<file path="src/hw/rtl/obx_pkg.sv">
// Shared types, widths, register codes and arithmetic helpers for the oriented box accumulator.
package obx_pkg;

    localparam int COORD_W   = 32;
    localparam int FRAC_BITS = 16;
    localparam int AMT_W     = 32;
    localparam int CMD_W     = 2;

    localparam int COEF_W  = FRAC_BITS + 2;
    localparam int ROW_W   = 3 * COEF_W;
    localparam int DIFF_W  = COORD_W + 1;
    localparam int PROD_W  = COEF_W + DIFF_W;
    localparam int ACC_W   = PROD_W + 2;
    localparam int EXT_W   = COORD_W + 1;
    localparam int IPROD_W = AMT_W + EXT_W;
    localparam int SAT_W   = IPROD_W + 1;

    localparam int CFG_IDX_W = 3;

    localparam int FIFO_DEPTH = 8;
    localparam int FIFO_AW    = $clog2(FIFO_DEPTH);
    localparam int FIFO_CW    = $clog2(FIFO_DEPTH + 1);

    localparam logic [ROW_W-1:0] ROT_ROW0_RST = ROW_W'(64'd262144);
    localparam logic [ROW_W-1:0] ROT_ROW1_RST = ROW_W'(64'd17179869184);
    localparam logic [ROW_W-1:0] ROT_ROW2_RST = ROW_W'(64'd4503599627370496);

    typedef enum logic [CMD_W-1:0] {
        CMD_ADD     = 2'd0,
        CMD_TEST    = 2'd1,
        CMD_GROW    = 2'd2,
        CMD_INFLATE = 2'd3
    } cmd_t;

    typedef enum logic [CFG_IDX_W-1:0] {
        REG_ROT_ROW0 = 3'd0,
        REG_ROT_ROW1 = 3'd1,
        REG_ROT_ROW2 = 3'd2,
        REG_ORIGIN_X = 3'd3,
        REG_ORIGIN_Y = 3'd4,
        REG_ORIGIN_Z = 3'd5
    } cfg_idx_t;

    typedef logic signed [COORD_W-1:0] coord_t;
    typedef logic signed [AMT_W-1:0]   amount_t;
    typedef logic [ROW_W-1:0]          rot_row_t;

    // One classified item on its way from the transform pipeline to the box update.
    typedef struct packed {
        cmd_t    cmd;
        coord_t  loc_x;
        coord_t  loc_y;
        coord_t  loc_z;
        amount_t amount;
    } job_t;

    typedef struct packed {
        logic full;
        logic empty;
    } fifo_stat_t;

    // Drop the fraction bits, rounding half toward plus infinity.
    function automatic logic signed [SAT_W-1:0] round_frac(input logic signed [SAT_W-1:0] v);
        logic signed [SAT_W-1:0] half;
        logic signed [SAT_W-1:0] biased;
        half = '0;
        half[FRAC_BITS-1] = 1'b1;
        biased = v + half;
        return biased >>> FRAC_BITS;
    endfunction

    // Clamp a wide signed value into the coordinate range.
    function automatic coord_t sat_coord(input logic signed [SAT_W-1:0] v);
        logic signed [SAT_W-1:0] hi;
        logic signed [SAT_W-1:0] lo;
        hi = SAT_W'($signed({1'b0, {(COORD_W-1){1'b1}}}));
        lo = SAT_W'($signed({1'b1, {(COORD_W-1){1'b0}}}));
        if (v > hi) begin
            return hi[COORD_W-1:0];
        end else if (v < lo) begin
            return lo[COORD_W-1:0];
        end
        return v[COORD_W-1:0];
    endfunction

endpackage

</file>
<file path="src/hw/rtl/obx_fifo.sv">
// Short queue of classified items between the transform pipeline and the box update.
module obx_fifo (
    input  logic                aclk,
    input  logic                aresetn,
    input  logic                push,
    input  obx_pkg::job_t       push_data,
    input  logic                pop,
    output obx_pkg::job_t       head,
    output obx_pkg::fifo_stat_t stat
);
    import obx_pkg::*;

    job_t               mem_reg [FIFO_DEPTH];
    logic [FIFO_AW-1:0] wr_ptr_reg;
    logic [FIFO_AW-1:0] wr_ptr_next;
    logic [FIFO_AW-1:0] rd_ptr_reg;
    logic [FIFO_AW-1:0] rd_ptr_next;
    logic [FIFO_CW-1:0] count_reg;
    logic [FIFO_CW-1:0] count_next;

    function automatic logic [FIFO_AW-1:0] ptr_inc(input logic [FIFO_AW-1:0] p);
        if (p == FIFO_AW'(FIFO_DEPTH - 1)) begin
            return '0;
        end
        return p + FIFO_AW'(1);
    endfunction

    assign stat.empty = (count_reg == '0);
    assign stat.full  = (count_reg == FIFO_CW'(FIFO_DEPTH));
    assign head       = mem_reg[rd_ptr_reg];

    always_comb begin
        wr_ptr_next = push ? ptr_inc(wr_ptr_reg) : wr_ptr_reg;
        rd_ptr_next = pop ? ptr_inc(rd_ptr_reg) : rd_ptr_reg;
        count_next  = count_reg;
        if (push && !pop) begin
            count_next = count_reg + FIFO_CW'(1);
        end else if (!push && pop) begin
            count_next = count_reg - FIFO_CW'(1);
        end
    end

    always_ff @(posedge aclk) begin
        if (!aresetn) begin
            wr_ptr_reg <= '0;
            rd_ptr_reg <= '0;
            count_reg  <= '0;
        end else begin
            wr_ptr_reg <= wr_ptr_next;
            rd_ptr_reg <= rd_ptr_next;
            count_reg  <= count_next;
        end
    end

    always_ff @(posedge aclk) begin
        if (push) begin
            mem_reg[wr_ptr_reg] <= push_data;
        end
    end

`ifndef SYNTHESIS
    a_no_overflow: assert property (@(posedge aclk) disable iff (!aresetn)
        push |-> (!stat.full || pop))
        else $error("queue written while full");
    a_no_underflow: assert property (@(posedge aclk) disable iff (!aresetn)
        pop |-> !stat.empty)
        else $error("queue read while empty");
    a_count_track: assert property (@(posedge aclk) disable iff (!aresetn)
        (push && !pop) |=> (count_reg == $past(count_reg) + FIFO_CW'(1)))
        else $error("queue count lost a write");
`endif

endmodule

</file>
<file path="config.mk">
export PLATFORM = sky130hd
export DESIGN_NAME = obx_fifo
export DESIGN_NICKNAME = d
export VERILOG_FILES = /design/src/hw/rtl/obx_pkg.sv /design/src/hw/rtl/obx_fifo.sv
export SDC_FILE = /design/constraint.sdc
export NUM_CORES = 1
export LEC_CHECK = 0
export BUFFER_PORTS_ARGS = -buffer_cell sky130_fd_sc_hd__buf_2
export CAP_MARGIN = 20
export CORE_MARGIN = 4
export CORE_UTILIZATION = 45
export CTS_CLUSTER_SIZE = 20
export DETAILED_ROUTE_END_ITERATION = 12
export GPL_ROUTABILITY_DRIVEN = 0
export HOLD_SLACK_MARGIN = 0.08
export SYNTH_ARGS = -nofsm -noshare
export SYNTH_HDL_FRONTEND = slang
export SYNTH_SLANG_ARGS = --single-unit
export TNS_END_PERCENT = 50
</file>
<file path="constraint.sdc">
create_clock -name aclk -period 11.7 [get_ports aclk]
set_input_delay 0.585 -clock aclk [delete_from_list [all_inputs] [get_ports aclk]]
set_output_delay 0.585 -clock aclk [all_outputs]
set_load 0.01 [all_outputs]
</file>
==> flow_summary.ini <==
[cts]
clk_pin_slew_ns = 0.06
ctsHoldBuffers = 0
cts_buffer_depth = 3
cts_tree = built
insertion_delay_ns = 0.67
cts_buffers = 107
clock_sinks = 1053
cts_resized = 0
cts_max_level = 3
clock-root-buffer = clkbuf_16
post_cts_buffers = 0

[placed_design]
port_buffers = 265
dp_slack_ns = 7.381
hpwl_um = 42020
dpl_cell_area_um2 = 42540

[drt]
drc = 0
wl_per_cell_um = 25.36
vias = 17380
totalWireLength_um = 80350
first_pass_iters = 6
antenna_left = 0
viasPerCell = 5.487
drt-initial-drc-count = 1281

[yosys]
synth_area_um2 = 40020
syn_nets = 1718
yosys_register_bits = 1053
avgSynthCellArea_um2 = 25.39
ys_warn_count = 0
synth-edff-count = 1040
yosysSeqAreaShare_pct = 78.69
synthCells = 1576
synth_cell_types = 29
async_flop_share_pct = 0
ys.flop_type = edfxtp_1

[floorplanning]
initial_utilization_pct = 45.35
rows = 109
fp.dieH_um = 306.2
fp.dieW_um = 306.2
io_pins = 266
coreArea_um2 = 88240
die_area_um2 = 93760

[global_routing]
antenna_found_initial = 18
gr-total-overflow = 0
grtUsageTotal_pct = 17.19
grt_pass1_vias = 18810
grt_pass1_wl_um = 120200
grt_max_degree = 157

[worst_setup_path]
startpoint_type = flop
endpoint_kind = output pin
crit_arrival_ns = 4.26
critPathRequiredTime_ns = 11.12
path_class = reg -> out
worst-path-max-fanout = 49

[sta]
final.setup.tns_ns = 0
fin_ws_ns = 6.855
fin_skew_ns = 0.01935
slew_headroom_pct = 13.54
worst_slew_pin_slew_ns = 1.297
period_share_pct = 41.41
hold_violations = 0
finalMaxSlewViolations = 0
setup_viol = 0
rsz0062_at_grt = no
fmax_ghz = 0.2064
layout_min_cycle_time_ns = 4.845

[flow_run]
cap_violations = 0

[finish]
nets = 2052
final_area_um2 = 46060
final_core_util_pct = 52.20
area_growth_pct = 15.11
drive_gt1_share_pct = 39.57
largest_reg_flops = 1040

[run_status]
status = finished clean

[power]
p_leak_nw = 14.72
p_total_mw = 8.132
p_per_area_nw_per_um2 = 176.6
ir_drop_mv = 0.1150

[min_path]
hold_path.class = in -> reg
==> worst paths after layout <==
kind                 start  slack [ns]              to  cells after the start
min          push_data[33]        0.18  mem_reg[6][33]                      1
min reg2reg   count_reg[3]        0.50    count_reg[3]                      2
max reg2reg  wr_ptr_reg[0]        8.72  mem_reg[7][90]                      4
max                   flop        6.85       head[102]                      5
==> synthesized netlist by cell type (all sizes together), types with 5 or more instances <==
cell type,number,area share [%]
edfxtp,1040,78
mux4,260,15
mux2,130,3.7
buf,56,1.3
clkbuf,18,0.17
dfxtp,13,0.65
nor2,8,0.075
ha,7,0.22
nand2,7,0.066
nor2b,5,0.078
==> worst max-delay path: stages (launching register included) <==
cell and delay [ns]:
dfxtp_4 0.79, buf_4 0.87, buf_4 0.74, mux4_1 0.64
mux2_2 0.30, buf_2 0.14
==> cell usage in the layout, fill, tap and decap left out, types with 13 or more instances in the layout <==
cell / count
clkinv_1: 24
clkbuf_1: 24
mux4_1: 56
edfxtp_1: 1040
buf_2: 265
clkbuf_16: 109
mux4_2: 204
buf_4: 32
mux2_2: 130
bufinv_16: 13
==> layout make-up <==
| cell class | count | area (um^2) |
|---|---|---|
| multi-input combinational | 446 | 7968 |
| antenna | 9 | 22.52 |
| inverter | 3 | 11.26 |
| tap | 1165 | 1458 |
| fill | 6787 | 42180 |
| clock inverter | 57 | 634.4 |
| clock buffer | 136 | 2859 |
| sequential | 1053 | 31500 |
| timing repair buffer | 299 | 1607 |
==> per-stage QoR <==
stage                     hold WS [ns]  instances
final                           0.1759       3168
after global routing            0.1634       3162
after CTS                       0.1256       3159
after detailed placement        0.4880       2966
after global placement          0.4683       2966
after floorplan                 0.4538       1576
==> cells by family (layout without fill, tap and decap cells) <==
| logic type | count (synthesis) | after routing | synth area share [%] |
|---|---|---|---|
| AOI/OAI and AO/OA | 8 | 8 | 0.1126 |
| buffers and inverters | 77 | 495 | 1.532 |
| and+or+nand+nor | 34 | 34 | 0.4315 |
| adders and majority gates | 8 | 8 | 0.2689 |
| muxes | 394 | 394 | 18.92 |
| DFF | 1053 | 1053 | 78.69 |
| other | 0 | 9 | 0 |
| xor gates and xnor gates | 2 | 2 | 0.04378 |
==> routing by layer <==
layer	track usage [%]	vias to the layer above	wire (um)
met5	0	-	114
met4	4.742	18	1380
met3	3.965	106	4387
met2	28.45	372	40500
met1	23.22	9383	33970
li1	-	7503	-
==> power breakdown <==
group,internal (mW),switching [mW]
clock,2.01,1.36
combinational,0.241,0.271
sequential,4.23,0.0288
total,6.47,1.66
No activity file was read; power rests on OpenSTA's default activity.
